[config.mk]
export PLATFORM = sky130hd
export DESIGN_NAME = parallel_handshake_transmitter_flat
export DESIGN_NICKNAME = d
export VERILOG_FILES = /design/src/hdl/pht_pkg.sv /design/src/hdl/pht_in_if.sv /design/src/hdl/pht_out_if.sv /design/src/hdl/pht_apb_regs.sv /design/src/hdl/pht_core.sv /design/src/hdl/parallel_handshake_transmitter.sv /design/src/flat_wrapper.sv
export SDC_FILE = /design/constraint.sdc
export NUM_CORES = 1
export LEC_CHECK = 0
export BUFFER_PORTS_ARGS = -buffer_cell sky130_fd_sc_hd__buf_2
export CORE_UTILIZATION = 45
export CTS_CLUSTER_SIZE = 20
export DETAILED_ROUTE_END_ITERATION = 10
export GPL_TIMING_DRIVEN = 1
export PLACE_DENSITY = 0.84
export SLEW_MARGIN = 30
export SYNTH_ARGS = -nofsm -noshare
export SYNTH_HDL_FRONTEND = slang
export SYNTH_SLANG_ARGS = --single-unit
[constraint.sdc]
create_clock -name clk -period 7.9 [get_ports clk]
set_clock_uncertainty 0.2 [all_clocks]
set_input_delay 1.185 -clock clk [delete_from_list [all_inputs] [get_ports clk]]
set_output_delay 1.185 -clock clk [all_outputs]
set_load 0.05 [all_outputs]
[src/hdl/pht_pkg.sv]
// Shared types and constants for the parallel handshake transmitter.
package pht_pkg;

    localparam int WORD_BITS_DEF = 7;
    localparam int RETRY_BITS    = 16;
    localparam int CNT_BITS      = RETRY_BITS + 1;
    localparam logic [RETRY_BITS-1:0] RETRY_RESET = 16'd100;

    localparam int APB_DATA_BITS = 32;
    localparam int APB_ADDR_BITS = 3;

    // Register index (paddr / 4)
    localparam logic REG_RETRY_LIMIT = 1'b0;

    typedef enum logic [1:0] {
        PH_IDLE  = 2'd0,
        PH_WAIT1 = 2'd1,
        PH_WAIT2 = 2'd2
    } phase_t;

endpackage

[src/hdl/pht_in_if.sv]
// Input channel: one poll interval per transaction.
interface pht_in_if #(
    parameter int WORD_BITS = pht_pkg::WORD_BITS_DEF
);
    logic                 valid;
    logic                 ready;
    logic                 word_valid;
    logic [WORD_BITS-1:0] data_word;
    logic                 word_last;
    logic                 ack_line;

    modport source (output valid, word_valid, data_word, word_last, ack_line, input ready);
    modport sink   (input valid, word_valid, data_word, word_last, ack_line, output ready);
endinterface

[src/hdl/pht_out_if.sv]
// Result channel: line levels and event flags after each poll interval.
interface pht_out_if #(
    parameter int WORD_BITS = pht_pkg::WORD_BITS_DEF
);
    logic                 valid;
    logic                 ready;
    logic                 ready_line;
    logic [WORD_BITS-1:0] data_lines;
    logic                 request_line;
    logic                 word_taken;
    logic                 frame_done;
    logic                 timed_out;
    logic                 busy_res;

    modport source (output valid, ready_line, data_lines, request_line, word_taken,
                    frame_done, timed_out, busy_res, input ready);
    modport sink   (input valid, ready_line, data_lines, request_line, word_taken,
                    frame_done, timed_out, busy_res, output ready);
endinterface

[src/hdl/pht_apb_regs.sv]
// APB register file holding the retry limit.
module pht_apb_regs (
    input  logic                               clk,
    input  logic                               rst_n,
    input  logic                               psel,
    input  logic                               penable,
    input  logic                               pwrite,
    input  logic [pht_pkg::APB_ADDR_BITS-1:0]  paddr,
    input  logic [pht_pkg::APB_DATA_BITS-1:0]  pwdata,
    output logic [pht_pkg::APB_DATA_BITS-1:0]  prdata,
    output logic                               pready,
    output logic [pht_pkg::RETRY_BITS-1:0]     retry_limit
);
    logic [pht_pkg::RETRY_BITS-1:0] limit_reg;
    logic [pht_pkg::RETRY_BITS-1:0] limit_next;
    logic                           hit;

    assign pready = 1'b1;
    assign hit    = (paddr[2] == pht_pkg::REG_RETRY_LIMIT);

    always_comb
    begin
        limit_next = limit_reg;
        if (psel && penable && pwrite && hit)
        begin
            limit_next = pwdata[pht_pkg::RETRY_BITS-1:0];
        end
    end

    always_ff @(posedge clk or negedge rst_n)
    begin
        if (!rst_n)
        begin
            limit_reg <= pht_pkg::RETRY_RESET;
        end
        else
        begin
            limit_reg <= limit_next;
        end
    end

    always_comb
    begin
        prdata = '0;
        if (hit)
        begin
            prdata[pht_pkg::RETRY_BITS-1:0] = limit_reg;
        end
    end

    assign retry_limit = limit_reg;
endmodule

[src/hdl/pht_core.sv]
// Toggle handshake state machine with registered result.
module pht_core #(
    parameter int WORD_BITS = pht_pkg::WORD_BITS_DEF
) (
    input  logic                           clk,
    input  logic                           rst_n,
    input  logic [pht_pkg::RETRY_BITS-1:0] retry_limit,
    pht_in_if.sink                         in_ch,
    pht_out_if.source                      out_ch
);
    pht_pkg::phase_t                phase_reg, phase_next;
    logic                           request_reg, request_next;
    logic [pht_pkg::CNT_BITS-1:0]   retries_reg, retries_next;
    logic [WORD_BITS-1:0]           held_word_reg, held_word_next;
    logic                           held_last_reg, held_last_next;
    logic                           ready_lvl_reg, ready_lvl_next;
    logic                           out_valid_reg, out_valid_next;
    logic                           taken_reg, taken_next;
    logic                           done_reg, done_next;
    logic                           tout_reg, tout_next;

    logic                           accept;
    logic                           ack_match;
    logic [pht_pkg::CNT_BITS-1:0]   retries_dec;
    logic [pht_pkg::CNT_BITS-1:0]   retries_load;

    assign in_ch.ready  = !out_valid_reg || out_ch.ready;
    assign accept       = in_ch.valid && in_ch.ready;
    assign ack_match    = (in_ch.ack_line == request_reg);
    assign retries_dec  = retries_reg - {{(pht_pkg::CNT_BITS-1){1'b0}}, (retries_reg != '0)};
    assign retries_load = {1'b0, retry_limit} + {{(pht_pkg::CNT_BITS-1){1'b0}}, 1'b1};

    // next state
    always_comb
    begin
        phase_next     = phase_reg;
        request_next   = request_reg;
        retries_next   = retries_reg;
        held_word_next = held_word_reg;
        held_last_next = held_last_reg;
        ready_lvl_next = ready_lvl_reg;
        if (accept)
        begin
            case (phase_reg)
                pht_pkg::PH_WAIT1, pht_pkg::PH_WAIT2:
                begin
                    if (ack_match)
                    begin
                        if (phase_reg == pht_pkg::PH_WAIT1)
                        begin
                            request_next = !request_reg;
                            retries_next = retries_load;
                            phase_next   = pht_pkg::PH_WAIT2;
                        end
                        else
                        begin
                            phase_next = pht_pkg::PH_IDLE;
                            if (held_last_reg)
                            begin
                                ready_lvl_next = 1'b0;
                            end
                        end
                    end
                    else
                    begin
                        retries_next = retries_dec;
                        if (retries_dec == '0)
                        begin
                            ready_lvl_next = 1'b0;
                            phase_next     = pht_pkg::PH_IDLE;
                        end
                    end
                end
                default:
                begin
                    phase_next = pht_pkg::PH_IDLE;
                    if (in_ch.word_valid)
                    begin
                        held_word_next = in_ch.data_word;
                        held_last_next = in_ch.word_last;
                        ready_lvl_next = 1'b1;
                        request_next   = !request_reg;
                        retries_next   = retries_load;
                        phase_next     = pht_pkg::PH_WAIT1;
                    end
                end
            endcase
        end
    end

    // event flags and result valid
    always_comb
    begin
        taken_next     = taken_reg;
        done_next      = done_reg;
        tout_next      = tout_reg;
        out_valid_next = out_valid_reg && !out_ch.ready;
        if (accept)
        begin
            out_valid_next = 1'b1;
            taken_next     = 1'b0;
            done_next      = 1'b0;
            tout_next      = 1'b0;
            case (phase_reg)
                pht_pkg::PH_WAIT1, pht_pkg::PH_WAIT2:
                begin
                    done_next = ack_match && (phase_reg == pht_pkg::PH_WAIT2) && held_last_reg;
                    tout_next = !ack_match && (retries_dec == '0);
                end
                default:
                begin
                    taken_next = in_ch.word_valid;
                end
            endcase
        end
    end

    always_ff @(posedge clk or negedge rst_n)
    begin
        if (!rst_n)
        begin
            phase_reg     <= pht_pkg::PH_IDLE;
            request_reg   <= 1'b0;
            retries_reg   <= '0;
            held_word_reg <= '0;
            held_last_reg <= 1'b0;
            ready_lvl_reg <= 1'b0;
            out_valid_reg <= 1'b0;
            taken_reg     <= 1'b0;
            done_reg      <= 1'b0;
            tout_reg      <= 1'b0;
        end
        else
        begin
            phase_reg     <= phase_next;
            request_reg   <= request_next;
            retries_reg   <= retries_next;
            held_word_reg <= held_word_next;
            held_last_reg <= held_last_next;
            ready_lvl_reg <= ready_lvl_next;
            out_valid_reg <= out_valid_next;
            taken_reg     <= taken_next;
            done_reg      <= done_next;
            tout_reg      <= tout_next;
        end
    end

    // Line levels come straight from state: state only moves on accept,
    // and accept is blocked while a result is stalled.
    assign out_ch.valid        = out_valid_reg;
    assign out_ch.ready_line   = ready_lvl_reg;
    assign out_ch.data_lines   = held_word_reg;
    assign out_ch.request_line = request_reg;
    assign out_ch.word_taken   = taken_reg;
    assign out_ch.frame_done   = done_reg;
    assign out_ch.timed_out    = tout_reg;
    assign out_ch.busy_res     = (phase_reg == pht_pkg::PH_WAIT1) ||
                                 (phase_reg == pht_pkg::PH_WAIT2);
endmodule

[src/hdl/parallel_handshake_transmitter.sv]
// Top level of the parallel handshake transmitter.
//
//   channel   | dir | handshake      | contents
//   ----------+-----+----------------+------------------------------------------
//   in_ch     | in  | valid/ready    | word_valid, data_word, word_last, ack_line
//   out_ch    | out | valid/ready    | ready/data/request levels, event flags
//   apb       | in  | psel/penable   | retry_limit at byte address 0
//
// One transaction in = one poll interval = one result out.
// The handshake FSM updates on the accepting edge; the result appears the
// next cycle from the state and flag registers.
// in_ch.ready is high while the result register is empty or being taken,
// so a stalled output holds one result and stops intake until it drains.
// Reset (rst_n low, async) gives idle, request low, ready low, data zero,
// and retry_limit = 100.
module parallel_handshake_transmitter #(
    parameter int WORD_BITS = pht_pkg::WORD_BITS_DEF
) (
    input  logic                               clk,
    input  logic                               rst_n,
    pht_in_if.sink                             in_ch,
    pht_out_if.source                          out_ch,
    input  logic                               psel,
    input  logic                               penable,
    input  logic                               pwrite,
    input  logic [pht_pkg::APB_ADDR_BITS-1:0]  paddr,
    input  logic [pht_pkg::APB_DATA_BITS-1:0]  pwdata,
    output logic [pht_pkg::APB_DATA_BITS-1:0]  prdata,
    output logic                               pready
);
    // retry limit as read at the start of each acknowledge wait
    logic [pht_pkg::RETRY_BITS-1:0] retry_limit;

    pht_apb_regs u_regs (
        .clk         (clk),
        .rst_n       (rst_n),
        .psel        (psel),
        .penable     (penable),
        .pwrite      (pwrite),
        .paddr       (paddr),
        .pwdata      (pwdata),
        .prdata      (prdata),
        .pready      (pready),
        .retry_limit (retry_limit)
    );

    // Two-phase toggle: toggle request, wait for ack == request, toggle
    // again, wait again; a mismatch count past the limit aborts the frame.
    pht_core #(
        .WORD_BITS (WORD_BITS)
    ) u_core (
        .clk         (clk),
        .rst_n       (rst_n),
        .retry_limit (retry_limit),
        .in_ch       (in_ch),
        .out_ch      (out_ch)
    );
endmodule

[src/flat_wrapper.sv]
// flat-port wrapper written by rule: the top's interface ports become plain ports
module parallel_handshake_transmitter_flat 
#(
    parameter int WORD_BITS = pht_pkg::WORD_BITS_DEF
)
  (clk, rst_n, psel, penable, pwrite, paddr, pwdata, prdata, pready, in_ch_valid, in_ch_word_valid, in_ch_data_word, in_ch_word_last, in_ch_ack_line, in_ch_ready, out_ch_valid, out_ch_ready_line, out_ch_data_lines, out_ch_request_line, out_ch_word_taken, out_ch_frame_done, out_ch_timed_out, out_ch_busy_res, out_ch_ready);
  pht_in_if #(.WORD_BITS(WORD_BITS)) in_ch_i ();
  pht_out_if #(.WORD_BITS(WORD_BITS)) out_ch_i ();
  input  logic clk;
  input  logic rst_n;
  input  logic psel;
  input  logic penable;
  input  logic pwrite;
  input  logic [pht_pkg::APB_ADDR_BITS-1:0] paddr;
  input  logic [pht_pkg::APB_DATA_BITS-1:0] pwdata;
  output logic [pht_pkg::APB_DATA_BITS-1:0] prdata;
  output logic pready;
  input wire logic [$bits(in_ch_i.valid)-1:0] in_ch_valid;
  input wire logic [$bits(in_ch_i.word_valid)-1:0] in_ch_word_valid;
  input wire logic [$bits(in_ch_i.data_word)-1:0] in_ch_data_word;
  input wire logic [$bits(in_ch_i.word_last)-1:0] in_ch_word_last;
  input wire logic [$bits(in_ch_i.ack_line)-1:0] in_ch_ack_line;
  output wire logic [$bits(in_ch_i.ready)-1:0] in_ch_ready;
  output wire logic [$bits(out_ch_i.valid)-1:0] out_ch_valid;
  output wire logic [$bits(out_ch_i.ready_line)-1:0] out_ch_ready_line;
  output wire logic [$bits(out_ch_i.data_lines)-1:0] out_ch_data_lines;
  output wire logic [$bits(out_ch_i.request_line)-1:0] out_ch_request_line;
  output wire logic [$bits(out_ch_i.word_taken)-1:0] out_ch_word_taken;
  output wire logic [$bits(out_ch_i.frame_done)-1:0] out_ch_frame_done;
  output wire logic [$bits(out_ch_i.timed_out)-1:0] out_ch_timed_out;
  output wire logic [$bits(out_ch_i.busy_res)-1:0] out_ch_busy_res;
  input wire logic [$bits(out_ch_i.ready)-1:0] out_ch_ready;
  assign in_ch_i.valid = in_ch_valid;
  assign in_ch_i.word_valid = in_ch_word_valid;
  assign in_ch_i.data_word = in_ch_data_word;
  assign in_ch_i.word_last = in_ch_word_last;
  assign in_ch_i.ack_line = in_ch_ack_line;
  assign in_ch_ready = in_ch_i.ready;
  assign out_ch_valid = out_ch_i.valid;
  assign out_ch_ready_line = out_ch_i.ready_line;
  assign out_ch_data_lines = out_ch_i.data_lines;
  assign out_ch_request_line = out_ch_i.request_line;
  assign out_ch_word_taken = out_ch_i.word_taken;
  assign out_ch_frame_done = out_ch_i.frame_done;
  assign out_ch_timed_out = out_ch_i.timed_out;
  assign out_ch_busy_res = out_ch_i.busy_res;
  assign out_ch_i.ready = out_ch_ready;
  parallel_handshake_transmitter #(.WORD_BITS(WORD_BITS)) u_core (.clk(clk), .rst_n(rst_n), .in_ch(in_ch_i), .out_ch(out_ch_i), .psel(psel), .penable(penable), .pwrite(pwrite), .paddr(paddr), .pwdata(pwdata), .prdata(prdata), .pready(pready));
endmodule
After elaboration in Yosys (flattened, before gate mapping)
Index checks and enable logic that the tools add are counted.

Add/sub/neg operators: 2. Equal/unequal tests: 9. Multiplexer cells: 24. Bitwise gates (word level): 2. Reductions and logical operators: 23.

Operator list (number): $mux W17 (4); $add A16 B1 Y17 const B (1); $logic_not A17 Y1 (1); $reduce_bool A17 Y1 (1); $sub A17 B1 Y17 (1); $mux W16 (1); $mux W1 (15); $ne A3 B3 Y1 const B (4); $logic_and A1 B1 Y1 (8); $mux W2 (4); $reduce_and A3 Y1 (2); $reduce_and A5 Y1 (1); $logic_not A1 Y1 (4); $ne A2 B2 Y1 const B (2); $reduce_and A4 Y1 (1); $eq A2 B1 Y1 const B (1); $eq A2 B2 Y1 const B (1); $logic_or A1 B1 Y1 (2); $not A1 Y1 (2); $reduce_and A2 Y1 (1); $reduce_bool A2 Y1 (1); $reduce_or A2 Y1 (1); $eq A1 B1 Y1 (1).

Register bits: 49. Input bits: 52. Output and inout port bits: 48. Logic and storage cells: 71.

Logic depth before layout (Yosys ltp)
Depth in word-level cells: 6. Gate-level depth with buffers: 12. Depth with buffers taken out: 11.

Hierarchy
A second synthesis with hierarchy kept.

Cell total of the unflattened synthesis: 331. Area total of the unflattened synthesis: 3145.5 um^2.

Modules (own cells, without submodules): pht_core (times used 1, cells an instance 261, area an instance 2242.2 um^2, seq. area each 825.8 um^2); pht_apb_regs (times used 1, cells an instance 70, area an instance 903.4 um^2, seq. area each 404.1 um^2).

Worst setup path before layout
OpenSTA, ideal clock, no wires.

Kind: input -> output. Start point: input paddr[2] (netlist bit). End point: output prdata[0] (netlist bit). Arrival time: 2.082 ns. Data required time: 6.515 ns. Slack: 4.433 ns. Stages: 2. Path buffers: 1. Cells stage by stage: clkbuf_1 > nor2b_1.

Longest elaborated chain between the ends: 1.

Ends and longest elaborated chain: start, declared (RTL line flat_wrapper.sv:14) `input logic [pht_pkg::APB_ADDR_BITS-1:0] paddr;`; $mux W16 (RTL line pht_apb_regs.sv:45) `if (hit)`; end, declared (RTL line flat_wrapper.sv:16) `output logic [pht_pkg::APB_DATA_BITS-1:0] prdata;`.

No other way between the ends.

Worst setup path after layout
Start point: register u_core.u_core.retries_reg[9] (netlist bit). End point: register u_core.u_core.ready_lvl_reg (netlist: u_core.u_core.out_ch.ready_line).

Longest elaborated chain between the ends: 5.

Ends and longest elaborated chain: start, declared (RTL line pht_core.sv:13) `logic [pht_pkg::CNT_BITS-1:0] retries_reg, retries_next;`; start signal, assigned (RTL line pht_core.sv:137) `retries_reg <= retries_next;`; $reduce_bool A17 Y1 (RTL line pht_core.sv:30) `assign retries_dec = retries_reg - {{(pht_pkg::CNT_BITS-1){1'b0}}, (retries_reg != '0)};`; $sub A17 B1 Y17 * (RTL line pht_core.sv:30); $logic_not A17 Y1 * (RTL line pht_core.sv:67) `if (retries_dec == '0)`; $ne A3 B3 Y1 (no source line) *; $reduce_and A5 Y1 (no source line) *; end signal, assigned (RTL line pht_core.sv:140) `ready_lvl_reg <= ready_lvl_next;`; end, declared (RTL line pht_core.sv:16) `logic ready_lvl_reg, ready_lvl_next;`.

Mark *: on every way between the ends. The rest lies on a longest branch, timed or not. A chain may end at the register's enable or synchronous reset.

==> qor.csv <==
stage;metric;value;unit
cells_and_area;fin_util;51.9;%
timing;drv_slew;0;
grt;grt_max_degree;50;
synth;synth_edf_count;0;
worst_setup_path;crit_fanout;8;
cells_and_area;finalNetCount;441;
synth;synth.avg_cell_area;9.63;µm²
synth;yosysMostFrequentCell;dfrtp_1;
synth;synth_cell_types;55;
clock_tree;cts.clk_slew.worst_paths;100;ps
route;drtAntennaViolNets;0;
route;avgRoutedWirePerCell;14.5;µm
cells_and_area;area_growth;12.1;%
flow_run;cap_violations;0;
place;hpwl;4880;µm
worst_setup_path;critical_path_class;reg -> reg;
pwr;vdd_drop_max;0.000237;V
synth;yosys_warnings;0;
worst_hold_path;hp-class;reg -> reg;
grt;grt_pass1_wl;11000;µm
place;post_dp_cell_area;0.00341;mm²
pwr;p_per_area;372;mW/mm²
timing;fmax;0.280;GHz
synth;mappedNetlistArea;0.00313;mm²
synth;synth_top_area_share;36.8;%
worst_setup_path;rrSetupSlack;4330;ps
worst_setup_path;cp_data_required_time;7850;ps
worst_setup_path;start_kind;flip-flop;
synth;synth-async-reset-ratio;100;%
route;drtIter0Drc;197;
worst_setup_path;critPathMaxStageDelay;480;ps
clock_tree;numCtsBuffers;5;
route;drt_wl_total;6750;µm
synth;netlist_instances;325;
outcome;status;completed;
synth;synth_flop_cell;dfrtp_1;
worst_setup_path;critical-path-slowest-cell;dfrtp_1;
synth;yosysTopAreaCell;dfrtp_1;
route;vias;2623;
pwr;leakagePower;1.54;nW
clock_tree;clockRootBuffer;clkbuf_8;
timing;maxSlewHeadroom;45.9;%
timing;min_period;3570;ps
cells_and_area;largest_reg_flops;17;
worst_setup_path;cp_data_arrival_time;3520;ps
clock_tree;cts.htree.levels;2;
timing;worst_pin_slew;807;ps
floorplanning;num_rows;30;
synth;synthTopCellsByArea;dfrtp_1 37%, mux2_2 8.6%, buf_4 4.1%;
pwr;p_total;1.31;mW
route;viasPerCell;5.65;
floorplanning;top_level_ports;100;
place;io_buffers;64;
grt;overflow;0;
clock_tree;post_cts_buffers;0;
timing;rsz0062_at_grt;no;
clock_tree;ctsResizeCount;0;
cells_and_area;design_area;0.00351;mm²
worst_setup_path;r2r_start;u_core.u_core.retries_reg[9]$_DFFE_PN0P_;
grt;grt_pass1_vias;2436;
timing;hold_viol_final;0;
worst_hold_path;min_to;u_core.u_core.out_ch.word_taken$_DFFE_PN0P_;
cells_and_area;num-fill-cells;595;
timing;fin_setup_tns;0;ps
worst_setup_path;r2r-end;u_core.u_core.out_ch.ready_line$_DFFE_PN0P_;
clock_tree;clk_path_buf_depth;2;
clock_tree;cts_hold_buffers;0;
synth;yosys-top-cells-count;46 x dfrtp_1, 33 x nand2_1, 24 x mux2_2, 19 x nor2_1, 19 x o21ai_0;
worst_hold_path;min_from;u_core.u_core.out_ch.word_taken$_DFFE_PN0P_;
clock_tree;cts_tree;built;
worst_setup_path;setup.worst_path.end_class;flip-flop;
worst_hold_path;min_path_cells;2;
grt;antenna_found_initial;0;
route;firstDrtPassIters;4;
floorplanning;core_area;0.00676;mm²
cells_and_area;multi_input_area;0.00171;mm²
cells_and_area;antennaDiodeCount;0;
timing;fin_crit_sh;45.2;%
worst_setup_path;r2r_cells;11;
timing;setup_viol;0;
floorplanning;start_util;46.3;%
synth;ys_seq_elements;49;
floorplanning;die_w;85.4;µm
cells_and_area;regArea;0.00123;mm²
floorplanning;die_height;85.4;µm
cells_and_area;drive_gt1_share;29.9;%
worst_setup_path;path_cells;nor4_2 -> nand2_1 -> nor2_1 -> nand4_1 -> ha_1 -> ha_1 -> xor2_1 -> nor4_1 -> nand4_1 -> nor4_4 -> o211ai_1;
floorplanning;die_area;0.00729;mm²
place;gp_congestion;0.859;
clock_tree;clk_latency;310;ps
route;drc;0;
grt;grt_use_total;18.9;%
synth;ys_seq_area_share;39.3;%
clock_tree;clock-sinks;49;
[routing by layer]
layer	global-route usage (%)	share of wire [%]
met1	22.6	41
met2	33.4	51
met4	6.97	1.9
met3	3.99	6.3
met5	0	0
[logic make-up after synthesis]
family	Yosys count	share of synthesized area [%]
multiplexers	24	8.64
XOR/XNOR	22	6.16
buffers and inverters	38	7.76
adder cells (fa/ha/maj)	6	2.40
other	2	0.240
AO/OA/AOI/OAI	63	13.1
AND/OR/NAND/NOR	121	22.4
flip-flops	49	39.3
[report_power, final]
group	internal (mW)	switching (mW)	leakage (nW)	total (mW)
registers	0.345	0.120	0.588	0.465
logic	0.234	0.450	0.911	0.684
clock network	0.0645	0.0919	0.0423	0.156
total	0.644	0.662	1.54	1.31
[worst max-delay path by stage]
| stage | slack, ps | endpoint | startpoint |
|---|---|---|---|
| 2_1_floorplan | 4430 | prdata[0] | paddr[2] |
| 3_3_place_gp | 4500 | u_core.u_core.retries_reg[10]$_DFFE_PN0P_ | out_ch_ready |
| 3_5_place_dp | 4400 | u_core.u_core.out_ch.ready_line$_DFFE_PN0P_ | u_core.u_core.retries_reg[9]$_DFFE_PN0P_ |
| 4_1_cts | 4370 | u_core.u_core.out_ch.ready_line$_DFFE_PN0P_ | u_core.u_core.retries_reg[9]$_DFFE_PN0P_ |
| 5_1_grt | 4100 | u_core.u_core.out_ch.ready_line$_DFFE_PN0P_ | u_core.u_core.retries_reg[9]$_DFFE_PN0P_ |
| 6_report | 4330 | u_core.u_core.out_ch.ready_line$_DFFE_PN0P_ | u_core.u_core.retries_reg[9]$_DFFE_PN0P_ |
[worst max-delay path, delay by kind of cell (launching register included)]
kind                       cells  cell delay, ps
adders and majority gates      2             530
xor gates and xnor gates       1             160
AOI/OAI and AO/OA              1             160
and+or+nand+nor                7            1880
DFF                            1             480
[metrics by stage]
step                setup slack (ps)  instances  hold WS [ps]
floorplan                       4430        340           291
global placement                4500        456           257
detailed placement              4400        456           266
CTS                             4370        464           290
global route                    4100        464           317
finish                          4330        464           288
[cell type report]
type                       count  area share (%)
multi-input combinational    253            48.8
sequential                    49            35.1
timing repair buffer          67            9.78
tap                           80            2.85
clock buffer                   5            1.96
clock inverter                 3           0.749
inverter                       7           0.749
[placed cells by master, fill, tap and decap left out, types with 6 or more instances in the layout]
| cell | n |
|---|---|
| xnor2_1 | 14 |
| a21oi_1 | 18 |
| nand4_1 | 10 |
| nor2b_1 | 16 |
| a22o_1 | 6 |
| conb_1 | 17 |
| o21ai_0 | 19 |
| xor2_1 | 8 |
| inv_1 | 7 |
| ha_1 | 6 |
| mux2_2 | 24 |
| nand3_1 | 11 |
| nand2_1 | 33 |
| buf_2 | 64 |
| dfrtp_1 | 46 |
| nor2_1 | 19 |
Note: power is estimated with default switching activity, not from simulation.
